<file path="src/hw/rtl/per_string_note_tracker_top_defines.svh">
// Assertion macros shared by the note tracker RTL.
// Included by the modules that carry concurrent assertions.
`ifndef PER_STRING_NOTE_TRACKER_TOP_DEFINES_SVH
`define PER_STRING_NOTE_TRACKER_TOP_DEFINES_SVH

// Same-cycle implication, disabled while reset is asserted.
`define PNT_ASSERT_IMPL(label, clk, rst_n, ante, cons) \
    label: assert property (@(posedge clk) disable iff (!rst_n) (ante) |-> (cons)) \
        else $error("note tracker assertion failed");

// Next-cycle implication, disabled while reset is asserted.
`define PNT_ASSERT_NEXT(label, clk, rst_n, ante, cons) \
    label: assert property (@(posedge clk) disable iff (!rst_n) (ante) |=> (cons)) \
        else $error("note tracker assertion failed");

`endif

</file>
<file path="src/hw/rtl/pnt_pkg.sv">
// Package for the per-string note tracker: word types, command codes,
// control and status structs, and fixed arithmetic constants. No dependencies.
`timescale 1ns / 1ps

package pnt_pkg;

    localparam logic [1:0] CMD_ADD_TIME  = 2'd0;
    localparam logic [1:0] CMD_OPEN      = 2'd1;
    localparam logic [1:0] CMD_CLOSE     = 2'd2;
    localparam logic [1:0] CMD_CLOSE_ALL = 2'd3;

    localparam logic [6:0] OFF_VELOCITY = 7'd80;

    // Ticks added are floor(ratio * 480 / 1000) = floor(ratio * 12 / 25).
    // The division by 25 is a multiply by ceil(2^24 / 25) and a shift, exact
    // for every scaled value below 2^19.
    localparam int SCALED_W    = 19;
    localparam int QUOT_W      = 15;
    localparam int RECIP_W     = 20;
    localparam int RECIP_SHIFT = 24;
    localparam int PROD_W      = SCALED_W + RECIP_W;
    localparam logic [RECIP_W-1:0] RECIP_M = 20'd671089;

    typedef struct packed {
        logic [1:0]  command;
        logic [3:0]  string_index;
        logic [6:0]  note;
        logic [6:0]  velocity;
        logic [3:0]  channel;
        logic [14:0] ratio;
    } t_in_word;

    typedef struct packed {
        logic        is_note_on;
        logic [3:0]  out_channel;
        logic [6:0]  out_note;
        logic [6:0]  out_velocity;
        logic [31:0] delta_time;
        logic        last;
    } t_out_word;

    typedef struct packed {
        logic load;
        logic idx_load;
        logic idx_clear;
        logic idx_inc;
        logic scale;
        logic accum;
        logic emit_off;
        logic emit_on;
        logic last;
    } t_dp_cmd;

    typedef struct packed {
        logic [1:0] command;
        logic       in_range;
        logic       slot_valid;
        logic       idx_last;
        logic       above_empty;
        logic       out_free;
    } t_dp_sts;

endpackage

</file>
<file path="src/hw/rtl/pnt_datapath.sv">
// Datapath of the note tracker: input register, string slots, tick
// accumulator with its scaler, and the output register. Uses pnt_pkg.
`timescale 1ns / 1ps
`include "per_string_note_tracker_top_defines.svh"

module pnt_datapath import pnt_pkg::*; #(
    parameter int NUM_STRINGS = 9
) (
    input  logic      i_clk,
    input  logic      i_rst_n,
    input  t_in_word  i_in_word,
    input  logic      i_out_stall,
    input  t_dp_cmd   i_cmd,
    output t_dp_sts   o_sts,
    output logic      o_out_valid,
    output t_out_word o_out_word
);

    localparam int IDX_W = (NUM_STRINGS > 1) ? $clog2(NUM_STRINGS) : 1;

    t_in_word                r_in;
    logic [SCALED_W-1:0]     r_scaled;
    logic [31:0]             r_pending;
    logic [IDX_W-1:0]        r_idx;
    logic [NUM_STRINGS-1:0]  r_valid;
    logic [6:0]              r_note [NUM_STRINGS];
    logic                    r_out_valid;
    t_out_word               r_out_word;

    logic [PROD_W-1:0]       w_prod;
    logic [QUOT_W-1:0]       w_quot;
    logic [NUM_STRINGS-1:0]  w_above;
    logic                    w_emit;

    assign w_prod  = PROD_W'(r_scaled) * PROD_W'(RECIP_M);
    assign w_quot  = w_prod[RECIP_SHIFT +: QUOT_W];
    assign w_above = r_valid >> r_idx;
    assign w_emit  = i_cmd.emit_off | i_cmd.emit_on;

    assign o_sts.command     = r_in.command;
    assign o_sts.in_range    = {1'b0, r_in.string_index} < 5'(NUM_STRINGS);
    assign o_sts.slot_valid  = r_valid[r_idx];
    assign o_sts.idx_last    = r_idx == IDX_W'(NUM_STRINGS - 1);
    assign o_sts.above_empty = (w_above >> 1) == '0;
    assign o_sts.out_free    = !r_out_valid || !i_out_stall;

    assign o_out_valid = r_out_valid;
    assign o_out_word  = r_out_word;

    always_ff @(posedge i_clk) begin
        if (i_cmd.load) begin
            r_in <= i_in_word;
        end
        if (i_cmd.scale) begin
            r_scaled <= {r_in.ratio, 4'b0} - {2'b0, r_in.ratio, 2'b0};
        end
        if (i_cmd.emit_on) begin
            r_note[r_idx] <= r_in.note;
        end
        if (i_cmd.emit_off) begin
            r_out_word.is_note_on   <= 1'b0;
            r_out_word.out_channel  <= r_in.channel;
            r_out_word.out_note     <= r_note[r_idx];
            r_out_word.out_velocity <= OFF_VELOCITY;
            r_out_word.delta_time   <= r_pending;
            r_out_word.last         <= i_cmd.last;
        end else if (i_cmd.emit_on) begin
            r_out_word.is_note_on   <= 1'b1;
            r_out_word.out_channel  <= r_in.channel;
            r_out_word.out_note     <= r_in.note;
            r_out_word.out_velocity <= r_in.velocity;
            r_out_word.delta_time   <= r_pending;
            r_out_word.last         <= 1'b1;
        end
    end

    always_ff @(posedge i_clk) begin
        if (!i_rst_n) begin
            r_pending   <= '0;
            r_idx       <= '0;
            r_valid     <= '0;
            r_out_valid <= 1'b0;
        end else begin
            if (w_emit) begin
                r_pending <= '0;
            end else if (i_cmd.accum) begin
                r_pending <= r_pending + 32'(w_quot);
            end
            if (i_cmd.idx_load) begin
                r_idx <= r_in.string_index[IDX_W-1:0];
            end else if (i_cmd.idx_clear) begin
                r_idx <= '0;
            end else if (i_cmd.idx_inc) begin
                r_idx <= r_idx + IDX_W'(1);
            end
            if (i_cmd.emit_off) begin
                r_valid[r_idx] <= 1'b0;
            end else if (i_cmd.emit_on) begin
                r_valid[r_idx] <= 1'b1;
            end
            if (w_emit) begin
                r_out_valid <= 1'b1;
            end else if (!i_out_stall) begin
                r_out_valid <= 1'b0;
            end
        end
    end

    `PNT_ASSERT_IMPL(a_off_needs_note, i_clk, i_rst_n, i_cmd.emit_off, r_valid[r_idx])
    `PNT_ASSERT_IMPL(a_emit_needs_room, i_clk, i_rst_n, w_emit, o_sts.out_free)
    `PNT_ASSERT_NEXT(a_emit_clears_ticks, i_clk, i_rst_n, w_emit, r_pending == '0)
    `PNT_ASSERT_NEXT(a_on_marks_slot, i_clk, i_rst_n, i_cmd.emit_on, r_valid[$past(r_idx)])

endmodule

</file>
<file path="src/hw/rtl/pnt_ctrl.sv">
// Controller of the note tracker: sequences command decode, tick scaling,
// slot scans and message emission. Uses pnt_pkg.
`timescale 1ns / 1ps

module pnt_ctrl import pnt_pkg::*; (
    input  logic    i_clk,
    input  logic    i_rst_n,
    input  logic    i_in_valid,
    input  t_dp_sts i_sts,
    output logic    o_in_stall,
    output t_dp_cmd o_cmd
);

    localparam logic [2:0] S_IDLE   = 3'd0;
    localparam logic [2:0] S_DECODE = 3'd1;
    localparam logic [2:0] S_SCALE  = 3'd2;
    localparam logic [2:0] S_ACCUM  = 3'd3;
    localparam logic [2:0] S_SCAN   = 3'd4;
    localparam logic [2:0] S_ON     = 3'd5;

    logic [2:0] r_state;
    logic [2:0] n_state;
    logic       w_done;

    assign o_in_stall = (r_state != S_IDLE) || !i_rst_n;
    assign w_done     = (i_sts.command != CMD_CLOSE_ALL) || i_sts.idx_last;

    always_comb begin
        n_state = r_state;
        o_cmd   = '0;
        case (r_state)
            S_IDLE: begin
                if (i_in_valid) begin
                    o_cmd.load = 1'b1;
                    n_state    = S_DECODE;
                end
            end
            S_DECODE: begin
                case (i_sts.command)
                    CMD_ADD_TIME: begin
                        n_state = S_SCALE;
                    end
                    CMD_CLOSE_ALL: begin
                        o_cmd.idx_clear = 1'b1;
                        n_state         = S_SCAN;
                    end
                    default: begin
                        if (i_sts.in_range) begin
                            o_cmd.idx_load = 1'b1;
                            n_state        = S_SCAN;
                        end else begin
                            n_state = S_IDLE;
                        end
                    end
                endcase
            end
            S_SCALE: begin
                o_cmd.scale = 1'b1;
                n_state     = S_ACCUM;
            end
            S_ACCUM: begin
                o_cmd.accum = 1'b1;
                n_state     = S_IDLE;
            end
            S_SCAN: begin
                if (!i_sts.slot_valid || i_sts.out_free) begin
                    o_cmd.emit_off = i_sts.slot_valid;
                    o_cmd.last     = (i_sts.command == CMD_CLOSE) ||
                                     ((i_sts.command == CMD_CLOSE_ALL) && i_sts.above_empty);
                    if (w_done) begin
                        n_state = (i_sts.command == CMD_OPEN) ? S_ON : S_IDLE;
                    end else begin
                        o_cmd.idx_inc = 1'b1;
                    end
                end
            end
            S_ON: begin
                if (i_sts.out_free) begin
                    o_cmd.emit_on = 1'b1;
                    n_state       = S_IDLE;
                end
            end
            default: begin
                n_state = S_IDLE;
            end
        endcase
    end

    always_ff @(posedge i_clk) begin
        if (!i_rst_n) begin
            r_state <= S_IDLE;
        end else begin
            r_state <= n_state;
        end
    end

endmodule

</file>
<file path="src/hw/rtl/per_string_note_tracker_top.sv">
// Top level of the per-string note tracker: joins controller and datapath.
// Depends on pnt_pkg, pnt_ctrl and pnt_datapath.
//
//   Channel   Direction  Word        Handshake
//   in        input      t_in_word   i_in_valid / o_in_stall
//   out       output     t_out_word  o_out_valid / i_out_stall
//
// One word is taken at a time. add_time is decoded, scaled and accumulated;
// open and close are decoded and scan their slot, then open emits its note-on.
// Out-of-range open or close ends at decode. close_all scans each slot in turn,
// one per cycle; a message waits while the output register is full and stalled.
// Reset empties every string slot and clears the tick accumulator at once.
`timescale 1ns / 1ps

module per_string_note_tracker_top import pnt_pkg::*; #(
    parameter int NUM_STRINGS = 9
) (
    input  logic      i_clk,
    input  logic      i_rst_n,
    input  logic      i_in_valid,
    output logic      o_in_stall,
    input  t_in_word  i_in_word,
    output logic      o_out_valid,
    input  logic      i_out_stall,
    output t_out_word o_out_word
);

    t_dp_cmd w_cmd;
    t_dp_sts w_sts;

    pnt_ctrl u_ctrl (
        .i_clk      (i_clk),
        .i_rst_n    (i_rst_n),
        .i_in_valid (i_in_valid),
        .i_sts      (w_sts),
        .o_in_stall (o_in_stall),
        .o_cmd      (w_cmd)
    );

    pnt_datapath #(
        .NUM_STRINGS (NUM_STRINGS)
    ) u_datapath (
        .i_clk       (i_clk),
        .i_rst_n     (i_rst_n),
        .i_in_word   (i_in_word),
        .i_out_stall (i_out_stall),
        .i_cmd       (w_cmd),
        .o_sts       (w_sts),
        .o_out_valid (o_out_valid),
        .o_out_word  (o_out_word)
    );

endmodule
</file>
<file path="config.mk">
export PLATFORM = sky130hd
export DESIGN_NAME = per_string_note_tracker_top
export DESIGN_NICKNAME = d
export VERILOG_FILES = /design/src/hw/rtl/pnt_pkg.sv /design/src/hw/rtl/pnt_datapath.sv /design/src/hw/rtl/pnt_ctrl.sv /design/src/hw/rtl/per_string_note_tracker_top.sv
export VERILOG_INCLUDE_DIRS = /design/src /design/src/hw/rtl
export SDC_FILE = /design/constraint.sdc
export NUM_CORES = 1
export LEC_CHECK = 0
export BUFFER_PORTS_ARGS = -buffer_cell sky130_fd_sc_hd__buf_2
export CAP_MARGIN = 20
export CORE_MARGIN = 2
export CORE_UTILIZATION = 45
export CTS_BUF_LIST = sky130_fd_sc_hd__clkbuf_16
export DETAILED_ROUTE_END_ITERATION = 6
export GPL_TIMING_DRIVEN = 0
export MAX_ROUTING_LAYER = met4
export PLACE_DENSITY = 0.73
export SYNTH_ARGS = -nofsm -noshare
export SYNTH_HDL_FRONTEND = slang
export SYNTH_SLANG_ARGS = --single-unit
</file>
<file path="constraint.sdc">
create_clock -name i_clk -period 8.55 [get_ports i_clk]
set_clock_uncertainty 0.15 [all_clocks]
set_input_delay 2.565 -clock i_clk [delete_from_list [all_inputs] [get_ports i_clk]]
set_output_delay 2.565 -clock i_clk [all_outputs]
set_load 0.05 [all_outputs]
</file>
* Word level (Yosys, flattened, before mapping)
Memory sizes are Yosys's and may differ from the RTL's. A register that Yosys moved wholly into a read port is not among the register bits.
Cells that the tools add are included.
** Storage, ports and cells
- Logic and storage cells :: 106
- Bits in registers :: 152
- Memories kept :: 1
- Bits of input ports :: 43
- Bits in writable memories :: 63
** Memories
- u_datapath.r_note :: depth 9, bits a word 7, read ports 1, clocked after memory_dff 1, wr ports 1, line pnt_datapath.sv:26 : logic [6:0] r_note [NUM_STRINGS];
** Operators by class
- Shift-type cells :: 1
- $add $sub $neg :: 3
- Magnitude comparators :: 3
- Equal/unequal tests :: 15
- $mul :: 1
- Muxes and demuxes :: 40
- Bitwise logic cells :: 5
- Reductions and logical operators :: 20
** Operators by type and width (count)
- two-way mux 51 bit :: 2
- multiplier 19 x 20 -> 39 bit (second input constant) :: 1
- adder 32 x 15 -> 32 bit :: 1
- two-way mux 1 bit :: 22
- subtractor 19 x 17 -> 19 bit :: 1
- two-way mux 3 bit :: 6
- two-way mux 9 bit :: 2
- case mux 3 bit (5 select lines) :: 1
- two-way mux 4 bit :: 3
- bitwise AND 9 bit :: 1
- zero test 9 bit :: 1
- inverter 9 bit :: 1
- OR 9 bit :: 1
- right shift 9 x 4 -> 9 bit :: 1
- != test 2 x 1 -> 1 bit (second input constant) :: 4
- equality test 3 x 2 -> 1 bit (second input constant) :: 2
- equality test 3 bit (second input constant) :: 2
- case mux 3 bit (2 select lines) :: 1
- nonzero test 3 bit :: 2
- logical OR 1 bit :: 5
- less-than comparator 4 x 5 -> 1 bit (second input constant) :: 1
- adder 4 x 1 -> 4 bit (second input constant) :: 1
- binary-select mux 1 bit (select 4 bit) :: 1
- demux 1 bit (select 4 bit) :: 1
- other kinds (17) :: 24

* Longest topological paths before layout
Gate-level depths: netlist of run 1.
- Word-level depth :: 9
- Depth in mapped cells :: 33

* By module
A second synthesis of run 1 with hierarchy kept.
** Unflattened totals
- Cells, all modules :: 1316
- Area total of the unflattened synthesis :: 15300.9 um^2
** Modules (own cells, without submodules)
- pnt_datapath :: sequential area each 6055.8 um^2, instances 1, area each 14924.3 um^2, cells an instance 1267
- pnt_ctrl :: sequential area each 60.1 um^2, instances 1, area each 376.6 um^2, cells an instance 49

* Worst setup path before layout of run 1
OpenSTA, ideal clock, no wires.
- Kind :: register -> register
- From :: register u_datapath.r_scaled[5]
- To :: register u_datapath.r_pending[22]
- Stages on the path, launching flop included :: 30
- Arrival :: 7269 ps
- Library setup time :: 116 ps
- Setup slack :: 1015 ps
- Clock period less this slack :: 7535 ps
- Data required time :: 8284 ps
- Cells stage by stage :: edfxtp_1 -> fa_1 -> inv_1 -> fa_1 -> fa_1 -> inv_1 -> fa_1 -> fa_1 -> inv_1 -> fa_1 -> inv_1 -> ha_1 -> a2111oi_0 -> o221ai_1 -> a311oi_1 -> nor2_1 -> o41ai_1 -> xnor2_1 -> ha_1 -> inv_1 -> fa_1 -> nor2b_1 -> o21ai_0 -> a21oi_1 -> o211ai_1 -> a21oi_1 -> o22a_1 -> buf_4 -> a31oi_1 -> a41o_2
** Between the ends
- Cells in the longest elaborated chain, start to end :: 2
** RTL lines
- start: declaration :: line pnt_datapath.sv:22 : logic [SCALED_W-1:0] r_scaled;
- start signal: assignment :: line pnt_datapath.sv:55 : r_scaled <= {r_in.ratio, 4'b0} - {2'b0, r_in.ratio, 2'b0};
- multiplier 19 x 20 -> 39 bit :: line pnt_datapath.sv:35 : assign w_prod = PROD_W'(r_scaled) * PROD_W'(RECIP_M);
- adder 32 x 15 -> 32 bit :: line pnt_datapath.sv:87 : r_pending <= r_pending + 32'(w_quot);
- end signal: assignment :: line pnt_datapath.sv:87
- end: declaration :: line pnt_datapath.sv:23 : logic [31:0] r_pending;
No other way between the ends.
A chain may end at the register's enable or synchronous reset.

* Worst setup path after layout of run 1
- From :: register u_datapath.r_scaled[4]
- To :: register u_datapath.r_pending[22]
Same word-level chain as after synthesis.

==> impl_summary.md, run 1 <==
Run status
The run finished with clean final reports.

Yosys
Ranked by total cell area, the synthesized netlist is headed by sky130_fd_sc_hd__edfxtp_1 32%, sky130_fd_sc_hd__ha_1 16%, sky130_fd_sc_hd__fa_1 14%. Of all flip-flops after synthesis, the portion carrying an async set or reset was 0%. Summing every instance area after synthesis gives 15340 µm². Synthesis inferred 220 register bits.

The synthesized design devotes to its leading area cell type 31.92% of total area. The cell count after synthesis is 1360. The library cell occupying the most area in the post-synthesis netlist is sky130_fd_sc_hd__edfxtp_1. During synthesis, Yosys emitted a total of 0 warnings. The mean area per synthesized cell is 11.28 µm². The sequential fraction of the synthesis area is 39.36%. Yosys mapped a number of flops with a built-in enable equal to 163. The count of distinct cell types in the synthesized netlist is 64. The most common flop cell mapped by yosys is sky130_fd_sc_hd__edfxtp_1.

The number of nets produced by synthesis is 1704.

Clock network
The clock insertion delay at the later pin of the skew report is 0.52 ns. TritonCTS built the clock tree. In this run the number of H-tree levels came out at 1.

The deepest clock path buffer count is 3. Clock-pin slew was measured on the worst setup and hold paths at 0.07 ns. The number of sinks handled by clock tree synthesis is 220. The number of buffers added to fix hold violations after cts is 0. In this run, CTS created clock tree buffers numbering 24. The tree is rooted in a sky130_fd_sc_hd__clkbuf_16.

Floorplan
The overall die area is 35570 µm². The die is 188.6 µm tall. In this run the standard cell core region covers 33530 µm². The starting density of the core is 45.74%. In this run the horizontal extent of the chip is 188.6 µm. The cell row count is 67. During I/O placement, the number of pins put on the boundary was 97.

Critical path
The setup slack on the worst flop-to-flop path is 0.39 ns. The startpoint identified for the worst register-to-register timing path is u_datapath.r_scaled[4]$_DFFE_PP_. The setup path with the least slack is of type flop to flop. The most repeated library cell on the critical path is sky130_fd_sc_hd__fa_1. The endpoint identified for the worst register-to-register timing path is u_datapath.r_pending[22]$_SDFFE_PP0N_. The worst path arrival time is 8.44 ns. Along the worst path, the maximum fanout reaches 10. Among all stages on the critical path, the largest delay is contributed by sky130_fd_sc_hd__fa_1. STA classifies the critical path endpoint as a flop. The worst-case reg-to-reg path depth is 29. The type of element launching the critical path is a flop.

The required time at the worst-slack endpoint is 8.82 ns. The highest cell delay on the worst timing path is 0.65 ns.

Route
In the routed design, unresolved DRC markers number 0. The routed length per instance is 16.58 µm. The first-pass iteration count of the detailed router is 5.

After detailed routing, the wire length on met1 is 14730 µm. The via total after detailed routing is 10290. The number of vias per cell after detailed routing is 5.223. The first routing iteration left 677 violations. The routed length on met3 is 1560 µm.

The highest metal layer with signal wires is met4. The number of nets still failing antenna checks after routing is 0. The total routed wirelength is 32650 µm. Wire segments on met2 add up to 15840 µm in the final route.

GRT
The via count of the first global-routing pass came to 10520. The total overflow reported by the global router is 0. The largest net degree at the start of global routing is 35. The global-route total usage across every layer is 18.97%. The initial antenna violation count is 4. The first global-routing pass estimated 52700 µm of wire.

Finish
The net count of the finished layout is 1844. The fraction of layout cells with a size suffix above 1 is 13.84%. Summing all multi-input logic gate instances after layout gives 8427 µm². The finished cells cover 17420 µm². The number of fillers in the final layout is 2935. The top cell types in the final layout, fill and taps aside, are 202 x sky130_fd_sc_hd__inv_1, 192 x sky130_fd_sc_hd__ha_1, 163 x sky130_fd_sc_hd__edfxtp_1, 109 x sky130_fd_sc_hd__fa_1, 105 x sky130_fd_sc_hd__buf_2. Leaving out fill and tap cells, the most frequent cell in the layout is sky130_fd_sc_hd__inv_1. The layout-stage area growth over the synthesis result is 13.58%. Registers take 6036 µm².

Hold path
The count of cells along the worst hold path is 2. In this run the worst hold path is classified as flop to flop. The startpoint identified for the worst hold timing path is u_datapath.o_out_word[33]$_SDFFE_PP0P_. The path with the worst hold slack has its endpoint at u_datapath.o_out_word[33]$_SDFFE_PP0P_.

Pwr
VDD sags by at most 0.0002098 V. The power per cell area is 291.6 nW/µm². The analysis attributes to cell leakage a power of 7.669 nW. The design draws 5.079 mW.

Placed design
During placement, the flow inserted port buffers numbering 95. The routability congestion estimate is 0.8983. The placed wire-length estimate after detailed placement is 25100 µm. The placed cell area is 16420 µm².

Job
The count of maximum capacitance violations is 0.

Timing
The total negative slack for setup checks is 0 ns. The worst path uses 95.46% of the clock period. Setup violations remaining at the end of the flow were counted as 0. The final number of hold-violating endpoints is 0. The relative max-transition margin is 34.97%. The final critical delay including setup and external delays is 8.162 ns. Based on the critical path, the design can be clocked at up to 122.5 MHz.

The transition time at the pin with the least slew margin is 0.9718 ns. The number of max-slew violations in the final report is 0.
worst max-delay path, delay by kind of cell (launching register included):
| kind | cells | cell delay, ns |
|---|---|---|
| adder cells (fa/ha/maj) | 9 | 3.98 |
| AO/OA/AOI/OAI | 11 | 2.49 |
| flip-flops | 1 | 0.52 |
| buffers and inverters | 6 | 0.47 |
| AND/OR/NAND/NOR | 2 | 0.24 |
| XOR/XNOR | 1 | 0.20 |
repair_timing:
item / in CTS / in global routing
hold endpoints to repair: 0 / 0
gates resized for setup: 0 / 6
setup endpoints to repair: 0 / 17
setup buffers: 0 / 17
per-stage QoR:
| stage | instances | util, % | hold slack (ns) | setup slack (ns) |
|---|---|---|---|---|
| 2_1_floorplan | 1360 | - | 0.2820 | 1.015 |
| 3_3_place_gp | 1903 | 48.82 | 0.2898 | 0.004154 |
| 3_5_place_dp | 1905 | 48.96 | 0.3022 | 0.04098 |
| 4_1_cts | 1948 | 51.45 | 0.3101 | 0.01980 |
| 5_1_grt | 1969 | 51.95 | 0.3264 | -0.005840 |
| 6_report | 1969 | 51.95 | 0.3081 | 0.3881 |
sequential cells by signal, summed over array words and instances (netlist names), named ones only:
name	flops
u_datapath.r_in	37
u_datapath.o_sts	2
u_datapath.r_idx	4
u_ctrl.r_state	3
u_datapath.o_out_word	52
u_datapath.r_scaled	17
u_datapath.o_out_valid	1
u_datapath.r_note	63
u_datapath.r_pending	32
synthesized netlist by cell type, drive strengths merged, types with 16 or more instances:
library cell	count
fa	109
and3	21
buf	16
o21ai	40
nor2	78
xnor2	27
a21oi	82
edfxtp	163
xor2	21
nand2	75
dfxtp	57
ha	192
inv	200
nand3	31
nor2b	46
report_power, final:
part	switching, mW	internal, mW	total (mW)
combinational	1.58	1.14	2.71
clock	0.423	0.665	1.09
sequential	0.0438	1.23	1.28
per-layer routing:
metal | up-vias | GRT usage, %
met3 | 35 | 2.906
met4 | 0 | 4.657
li1 | 5010 | -
met2 | 215 | 31.14
met1 | 5025 | 24.80
met5 | - | -
area by class of cell:
cell class / count / share of cell area (%)
multi-input combinational: 910 / 48.38
timing repair buffer: 114 / 3.692
clock inverter: 19 / 1.358
clock buffer: 24 / 3.448
sequential: 220 / 34.65
antenna: 4 / 0.05746
tap: 448 / 3.218
inverter: 200 / 4.310
buffer: 30 / 0.8907
worst max-delay path by stage:
stage                                                  from  cells after the start  slack [ns]                                    end
final                      u_datapath.r_scaled[4]$_DFFE_PP_                     29        0.39  u_datapath.r_pending[22]$_SDFFE_PP0N_
after global routing      u_datapath.r_scaled[16]$_DFFE_PP_                     28      -0.006  u_datapath.r_pending[31]$_SDFFE_PP0N_
after CTS                  u_datapath.r_scaled[5]$_DFFE_PP_                     29        0.02  u_datapath.r_pending[22]$_SDFFE_PP0N_
after detailed placement   u_datapath.r_scaled[5]$_DFFE_PP_                     29        0.04  u_datapath.r_pending[22]$_SDFFE_PP0N_
after global placement     u_datapath.r_scaled[5]$_DFFE_PP_                     29       0.004  u_datapath.r_pending[22]$_SDFFE_PP0N_
after floorplan            u_datapath.r_scaled[5]$_DFFE_PP_                     29        1.02  u_datapath.r_pending[22]$_SDFFE_PP0N_
logic make-up after synthesis:
| kind of cell | Yosys count | share of synthesized area (%) |
|---|---|---|
| fa+ha+maj | 301 | 29.89 |
| buf+inv | 230 | 5.907 |
| flops | 220 | 39.36 |
| xor+xnor | 48 | 2.741 |
| compound gates | 213 | 8.926 |
| simple gates | 320 | 10.48 |
| mux | 28 | 2.692 |
Power figures use the tool's default switching activity.
==> run 2, diff against run 1 <==
Settings changed: ABC_AREA set to 1.
==> run 2 against run 1 <==
  * Setup slack better by 0.90 ns
  * Count of clock-buffer cells in the layout rose by 1
  * Combinational power increased by 62%
  * Synthesized cell count grew 42%
  * Routed wire length up 19%
  * Worst hold slack better by 0.0057 ns
  * Non-clock buffer count is 19 lower
  * Sequential cell count unchanged
  * Cell count grew 29%
  * Register-to-register slack better by 0.90 ns
  * Via count increased by 25%
  * Largest cell class unchanged
  * Highest routed layer unchanged
==> impl_summary.md, run 2 <==
Clock network
The master cell of the clock root buffer is sky130_fd_sc_hd__clkbuf_16. The clock insertion delay at the later pin of the skew report came to 0.54 ns (+0.02 ns). The clock slew seen by the registers of the worst setup and hold paths is 0.06 ns (about the same). The H-tree level count is 1 (unchanged).

The total CTS buffers is 24 (unchanged). The count of instances resized after the clock tree is built came to 0 (unchanged). The number of buffers added to fix hold violations after cts is 0 (unchanged). The number of sinks handled by clock tree synthesis is 220 (unchanged). The deepest clock path buffer count is 3 (unchanged). The number of setup buffers added after CTS came to 0 (unchanged). The CTS tree is done.

Yosys
After synthesis, the most frequently instantiated cells are 409 x sky130_fd_sc_hd__nand2_1, 383 x sky130_fd_sc_hd__inv_1, 192 x sky130_fd_sc_hd__ha_1. The number of nets produced by synthesis was 2277 (+34%). The xor/xnor cell area share of the yosys netlist is 0.9377% (-1.8 points). The total standard cell area after synthesis is 16810 µm² (+9.6%). The cell count after synthesis is 1933 (+42%). The most common flop cell mapped by yosys is sky130_fd_sc_hd__edfxtp_1. The multiplexer share of the synthesized area is 0% (-2.7 points). The area share of fa/ha/maj cells after synthesis is 27.27% (-2.6 points).

The number of enable-type register cells in the synthesized netlist was 163 (unchanged). The number of warning messages in the yosys log is 0 (unchanged). The compound-gate portion of the synthesized area is 7.390% (-1.5 points).

By area the synthesized netlist is led by sky130_fd_sc_hd__edfxtp_1 29%, sky130_fd_sc_hd__ha_1 14%, sky130_fd_sc_hd__fa_1 13%. After synthesis, the largest family of logic cells by area is adder cells. The area fraction of the dominant cell type after synthesis is 29.11% (-2.8 points). The mean area per synthesized cell is 8.698 µm² (-23%).

Summed over all instances, the cell type with the most area after synthesis is sky130_fd_sc_hd__edfxtp_1. The share of synthesized registers carrying an async set or reset is 0% (unchanged). The synthesized-area fraction occupied by and/or/nand/nor cells is 18.99% (+8.5 points).

The register bit total from synthesis is 220 (unchanged). The sequential fraction of the synthesis area came to 35.90% (-3.5 points). The count of distinct cell types in the synthesized netlist is 37 (-42%). The most common cell in the netlist is sky130_fd_sc_hd__nand2_1.

Hold path
The type of the tightest min-delay check is flop to flop.

Route
The first-pass iteration count of the detailed router is 5 (unchanged). The number of nets still failing antenna checks after routing is 0 (unchanged). The via total after detailed routing is 12830 (+25%). The routed length per instance is 15.30 µm (-7.7%). The iteration-0 DRC count of the detailed router came to 875 (+29%). The number of vias per cell after detailed routing is 5.043 (-3.5%). The total routed wirelength is 38920 µm (+19%).

The remaining routing DRC violations is 0 (unchanged).

Floorplan
The overall die area is 38920 µm² (+9.4%). The overall die width is 197.3 µm (+4.6%). The placeable core area is 36700 µm² (+9.4%). The starting density of the core came to 45.81% (+0.078 points). The number of I/O pins is 97 (unchanged). The cell row count is 70 (+4.5%). The die extent in y was 197.3 µm (+4.6%).

Timing
The final critical delay including setup and external delays came to 7.263 ns (-0.8984 ns). The relative max-transition margin was 57.49% (+23 points). The part of the cycle the worst path needs was 84.95% (-11 points). The maximum achievable frequency is 137.7 MHz (+12%). The count of endpoints failing setup in the final report was 0 (unchanged). The slack of the critical path came to 1.287 ns (+0.8984 ns). The number of max-slew violations in the final report is 0 (unchanged). The final number of hold-violating endpoints came to 0 (unchanged). The transition time at the pin with the least slew margin is 0.6376 ns (-0.3342 ns).

The total negative slack for setup checks is 0 ns (unchanged). Setup repair after global routing left no endpoint under its margin.

Critical path
The type of element launching the critical path is a flop. The critical path starts at u_datapath.r_scaled[16]$_DFFE_PP_. The category of the most critical setup path is flop to flop. Following the worst setup path forward leads to its endpoint at u_datapath.r_pending[28]$_SDFFE_PP0N_. The buffer and inverter count on the worst path is 9 (+3). The critical path endpoint category is a flop. The worst path arrival time came to 7.59 ns (-0.85 ns). The highest cell delay on the worst timing path was 0.63 ns (-0.02 ns).

The logic depth of the worst path, buffers included was 33 (+14%). The biggest fanout along the worst timing path is 6 (-4). The required time at the worst-slack endpoint is 8.88 ns (+0.06 ns).

The startpoint identified for the worst register-to-register timing path is u_datapath.r_scaled[16]$_DFFE_PP_. The library cell contributing the largest single delay on the critical path is sky130_fd_sc_hd__fa_1. The worst-case reg-to-reg path depth is 33 (+14%). The worst register-to-register path ends at u_datapath.r_pending[28]$_SDFFE_PP0N_. Among cell families on the critical path, the largest total delay comes from adder cells.

The setup slack on the worst flop-to-flop path was 1.29 ns (+0.90 ns).

Placed design
The worst slack at placement is 1.245 ns (+1.204 ns). The count of buffers inserted at the top-level ports is 96 (+1.1%). The routability congestion estimate is 0.9232 (+2.8%). The placed wire-length estimate after detailed placement is 31360 µm (+25%).

Finish
The number of flip-flops in the largest register came to 63 (unchanged). Leaving out fill and tap cells, the most frequent cells in the layout are 409 x sky130_fd_sc_hd__nand2_1, 387 x sky130_fd_sc_hd__inv_1, 192 x sky130_fd_sc_hd__ha_1, 176 x sky130_fd_sc_hd__nor2_1, 163 x sky130_fd_sc_hd__edfxtp_1. The layout-stage area growth over the synthesis result is 11.40%. The leading cell type in the layout, fill and taps excluded is sky130_fd_sc_hd__nand2_1. The fraction of layout cells with a size suffix above 1 is 8.237% (-5.6 points). The area of all sequential standard cells was 6036 µm² (unchanged).

The number of fillers in the final layout came to 3373 (+15%). u_datapath.r_note holds more flip-flops than any other register. The area of the multi-input gates is 9190 µm² (+9.1%). The number of nets at the end of the flow came to 2402 (+30%). The antenna cell count is 0 (-4).

Pwr
The worst-case vdd ir drop is 0.0002485 V (+18%). The power per cell area was 358.2 nW/µm² (+23%). The static power due to leakage was 9.029 nW (+18%).

GRT
The global-route total usage across every layer came to 21.29% (+2.3 points). The total overflow reported by the global router was 0 (unchanged). The via count of the first global-routing pass is 13250 (+26%). The initial antenna violation count is 0 (-4). The first-pass GRT wire length came to 64340 µm (+22%). The largest net degree at the start of global routing is 33 (-5.7%).

Job
The count of maximum capacitance violations was 0 (unchanged).

Run status
The flow ran to the end, and the final reports show no timing, DRC or antenna violations.
-- run 2: cell count changes after synthesis, sizes merged, moves of 22 or more --
cell,before,now
xnor2,27,5
nor2,78,190
nand3,31,101
nor2b,46,0
o21ai,40,68
nand2,75,411
inv,200,388
-- run 2: cells by family (layout without fill, tap and decap cells) --
group | after synthesis | after routing
adder cells (fa/ha/maj) | 301 | 301
flip-flops | 220 | 220
buffers and inverters | 415 | 558
XOR/XNOR | 18 | 18
AO/OA/AOI/OAI | 223 | 223
AND/OR/NAND/NOR | 756 | 756
-- run 2: area by class of cell --
cell class	count	share of cell area, %
clock inverters	19	0.8217
inverters	389	7.796
multi-input cells	1298	49.07
repair buffers	99	2.879
clock buffers	25	3.340
plain buffers	26	0.7415
flip-flops and latches	220	32.23
well taps	468	3.126
-- run 2: worst reg2reg max path, delay by kind of cell (launching register included) --
kind,cells,cell delay [ns]
buf+inv,9,0.64
simple gates,13,1.28
flops,1,0.58
fa+ha+maj,9,4.17
compound gates,2,0.41
-- run 2: where the power goes --
group / switching [mW] / internal [mW]
combinational: 2.88 / 1.51
sequential: 0.0571 / 1.25
clock: 0.426 / 0.591
total: 3.36 / 3.35
-- run 2: through the flow --
step	utilization, %	power, mW	instance area [µm²]	hold slack, ns	cells
6_report	51.04	6.709	18730	0.3138	2544
4_1_cts	51.04	6.730	18730	0.3195	2544
2_1_floorplan	-	4.589	16810	0.2856	1933
3_3_place_gp	48.72	5.602	17880	0.2913	2497
5_1_grt	51.04	7.433	18730	0.3461	2544
3_5_place_dp	48.91	5.676	17950	0.3084	2500
-- run 2: how the worst min path moves through the flow --
stage          slack (ns)  depth (start not counted)                                     end                             startpoint
3_5_place_dp         0.31                          2  u_datapath.o_out_word[37]$_SDFFE_PP1P_          u_datapath.r_in[23]$_DFFE_PP_
3_3_place_gp         0.29                          2  u_datapath.o_out_word[39]$_SDFFE_PP1P_          u_datapath.r_in[25]$_DFFE_PP_
5_1_grt              0.35                          2    u_datapath.r_pending[5]$_SDFFE_PP0N_   u_datapath.r_pending[5]$_SDFFE_PP0N_
2_1_floorplan        0.29                          2  u_datapath.o_out_word[37]$_SDFFE_PP1P_          u_datapath.r_in[23]$_DFFE_PP_
4_1_cts              0.32                          2   u_datapath.r_pending[30]$_SDFFE_PP0N_  u_datapath.r_pending[30]$_SDFFE_PP0N_
6_report             0.31                          2  u_datapath.o_out_word[37]$_SDFFE_PP1P_          u_datapath.r_in[23]$_DFFE_PP_
-- run 2: metal layers --
| layer | GRT usage, % | wire length (µm) |
|---|---|---|
| met1 | 27.17 | 17550 |
| met2 | 36.27 | 18520 |
| met3 | 2.407 | 2032 |
| met4 | 5.375 | 822 |
| met5 | - | 0 |
==> run 3, diff against run 2 <==
Settings changed: ABC_AREA 1 to 0.
Clock period 8.55 ns to 6.7 ns, I/O delays scaled along.
==> run 3 against run 2 <==
  * The run now ends with negative setup slack left
  * Critical endpoint is now u_datapath.r_pending[22]$_SDFFE_PP0N_
  * Total power grew 8.4%
  * Non-clock buffer count grew 66
  * Register-to-register slack lost 2.0 ns
  * Critical path type unchanged
==> impl_summary.md, run 3 (synthesized netlist as in run 1, its figures left out) <==
Timing
The final number of hold-violating endpoints was 0 (unchanged). The number of max-slew violations in the final report is 0 (unchanged). The relative max-transition margin is 40.48% (-17 points). The maximum achievable frequency came to 134.2 MHz (-2.5%). The part of the cycle the worst path needs was 111.2% (+26 points). The final critical delay including setup and external delays was 7.451 ns (+0.1874 ns).

The slack of the critical path is -0.7508 ns (-2.037 ns). The transition time at the pin with the least slew margin is 0.8895 ns (+0.2520 ns). The count of endpoints failing setup in the final report is 28 (+28). Setup repair after global routing could not meet its margin everywhere. The total negative slack for setup checks is -15.70 ns (-15.70 ns).

Critical path
The worst setup path is of the flop to flop kind. The worst path arrival time is 7.75 ns (+0.16 ns). The biggest fanout along the worst timing path is 5 (-1). The library cell contributing the largest single delay on the critical path is sky130_fd_sc_hd__fa_2. The worst setup path is captured at a flop. The type of element launching the critical path is a flop.

The most repeated library cell on the critical path is sky130_fd_sc_hd__inv_2. The highest cell delay on the worst timing path was 0.58 ns (-0.05 ns). The required time at the worst-slack endpoint is 7.00 ns (-1.88 ns).

Floorplan
The die extent in y is 188.6 µm (-4.4%). The cell row count is 67 (-4.3%). The overall die area is 35570 µm² (-8.6%). The number of I/O pins is 97 (unchanged). The starting density of the core was 45.74% (-0.078 points).

The placeable core area is 33530 µm² (-8.6%). The overall die width is 188.6 µm (-4.4%).

Placed design
The count of buffers inserted at the top-level ports is 95 (-1.0%). The routability congestion estimate is 0.9243 (+0.12%). The placed cell area is 16570 µm² (-7.7%). The placed wire-length estimate after detailed placement is 25800 µm (-18%). The worst slack at placement came to -1.350 ns (-2.595 ns).

Clock network
The H-tree level count came to 1 (unchanged). The clock slew seen by the registers of the worst setup and hold paths came to 0.07 ns (about the same). The deepest clock path buffer count is 3 (unchanged). The clock insertion delay at the later pin of the skew report was 0.55 ns (about the same). The number of buffers added to fix hold violations after cts is 0 (unchanged).

The number of sinks handled by clock tree synthesis is 220 (unchanged). TritonCTS built the clock tree. The total CTS buffers was 25 (+4.2%). The master cell of the clock root buffer is sky130_fd_sc_hd__clkbuf_16.

GRT
The total overflow reported by the global router is 0 (unchanged). The global-route total usage across every layer came to 20.21% (-1.1 points). The largest net degree at the start of global routing came to 42 (+27%). The first-pass GRT wire length is 56030 µm (-13%).

The initial antenna violation count is 1 (+1). The via count of the first global-routing pass is 11040 (-17%).

Finish
The post-route core utilization is 54.59% (+3.6 points). In the layout the commonest cells are 190 x sky130_fd_sc_hd__inv_1, 180 x sky130_fd_sc_hd__ha_1, 163 x sky130_fd_sc_hd__edfxtp_1, 105 x sky130_fd_sc_hd__buf_2, 100 x sky130_fd_sc_hd__fa_1. The fraction of layout cells with a size suffix above 1 is 21.49% (+13 points). The leading cell type in the layout, fill and taps excluded is sky130_fd_sc_hd__inv_1.

The number of flip-flops in the largest register is 63 (unchanged). The post-layout instance area is 18310 µm² (-2.3%). The register with the most flip-flops in the final layout is u_datapath.r_note.

Relative to the synthesized area, the layout overhead comes to 19.36%. The number of nets at the end of the flow was 1893 (-21%).

Run status
The checks that failed: negative setup slack. The run finished, with violations left.

Pwr
The worst-case vdd ir drop is 0.0003023 V (+22%). The static power due to leakage is 7.995 nW (-11%). The power per cell area was 397.5 nW/µm² (+11%).

Route
The number of vias per cell after detailed routing is 5.305 (+5.2%). The routed length per instance is 17.35 µm (+13%). The number of nets still failing antenna checks after routing came to 0 (unchanged).

The remaining routing DRC violations is 0 (unchanged). The iteration-0 DRC count of the detailed router was 659 (-25%). The total routed wirelength is 34990 µm (-10%). The via total after detailed routing was 10700 (-17%). The first-pass iteration count of the detailed router is 5 (unchanged).

Hold path
The min-delay analysis places its worst path in the category flop to flop.

Job
The count of maximum capacitance violations is 0 (unchanged).
==> run 3: changes by cell type in the layout (fill, tap and decap cells not counted), moves of 13 or more <==
cell | before | now
sky130_fd_sc_hd__nand3_1 | 99 | 22
sky130_fd_sc_hd__nand2_1 | 409 | 74
sky130_fd_sc_hd__nand2b_1 | 0 | 13
sky130_fd_sc_hd__mux2i_1 | 0 | 15
sky130_fd_sc_hd__and3_1 | 1 | 21
sky130_fd_sc_hd__nor2_1 | 176 | 75
sky130_fd_sc_hd__a21oi_2 | 0 | 14
sky130_fd_sc_hd__xnor2_1 | 5 | 27
sky130_fd_sc_hd__a21oi_1 | 96 | 66
sky130_fd_sc_hd__buf_4 | 2 | 58
sky130_fd_sc_hd__o21ai_0 | 68 | 34
sky130_fd_sc_hd__inv_1 | 387 | 190
sky130_fd_sc_hd__nor2b_1 | 0 | 44
==> run 3: layer usage <==
| metal | wire, µm | global-route usage [%] | vias up |
|---|---|---|---|
| li1 | - | - | 5105 |
| met1 | 14840 | 25.04 | 5226 |
| met2 | 17250 | 33.91 | 286 |
| met3 | 1773 | 2.924 | 83 |
| met4 | 1125 | 7.061 | 0 |
| met5 | 0 | - | - |
==> run 3: where the power goes <==
| group | leakage (nW) | switching [mW] | internal (mW) | total [mW] |
|---|---|---|---|---|
| sequential | 1.97 | 0.0558 | 1.57 | 1.63 |
| clock | 0.435 | 0.572 | 0.847 | 1.42 |
| combinational | 5.59 | 2.39 | 1.84 | 4.23 |
==> run 3: worst max-delay path, delay by kind of cell (launching register included) <==
family / cells / cell delay, ns
flops: 1 / 0.42
fa+ha+maj: 9 / 3.93
simple gates: 2 / 0.22
xor+xnor: 1 / 0.21
buf+inv: 9 / 0.71
compound gates: 9 / 1.72
==> run 3: worst paths after layout <==
| kind | cells after the start | endpoint | from | slack (ns) |
|---|---|---|---|---|
| worst min register to register | 2 | u_datapath.o_out_word[34]$_SDFFE_PP0P_ | u_datapath.o_out_word[34]$_SDFFE_PP0P_ | 0.31 |
| worst min-delay path | 2 | u_datapath.o_out_word[34]$_SDFFE_PP0P_ | u_datapath.o_out_word[34]$_SDFFE_PP0P_ | 0.31 |
| worst max-delay path | 30 | u_datapath.r_pending[22]$_SDFFE_PP0N_ | u_datapath.r_scaled[9]$_DFFE_PP_ | -0.75 |
| worst max register to register | 30 | u_datapath.r_pending[22]$_SDFFE_PP0N_ | u_datapath.r_scaled[9]$_DFFE_PP_ | -0.75 |
==> run 3: timing repair <==
item / CTS / global route
gates resized for setup: 46 / 38
endpoints found under the setup margin: 29 / 30
cloned: 2 / 0
hold endpoints to repair: 0 / 0
pin swaps: 83 / 38
setup buffers: 47 / 17
==> run 3: area by class of cell <==
cell class                      count  area (µm²)
Fill cell                        2804       15230
Clock buffer                       25       625.6
Antenna cell                        1       2.502
Inverter                          200       750.7
Tap cell                          448       560.5
Multi-Input combinational cell    911        8901
Clock inverter                     21       240.2
Buffer                             30       158.9
Sequential cell                   220        6036
Timing Repair Buffer              161        1030
==> run 3: per-stage QoR <==
| stage | instances | hold WS (ns) | total power [mW] |
|---|---|---|---|
| after floorplan | 1360 | 0.2820 | 4.554 |
| after global placement | 1903 | 0.2906 | 5.226 |
| after detailed placement | 1906 | 0.2985 | 5.333 |
| after CTS | 2001 | 0.3103 | 7.057 |
| after global routing | 2017 | 0.3230 | 7.834 |
| final | 2017 | 0.3103 | 7.276 |
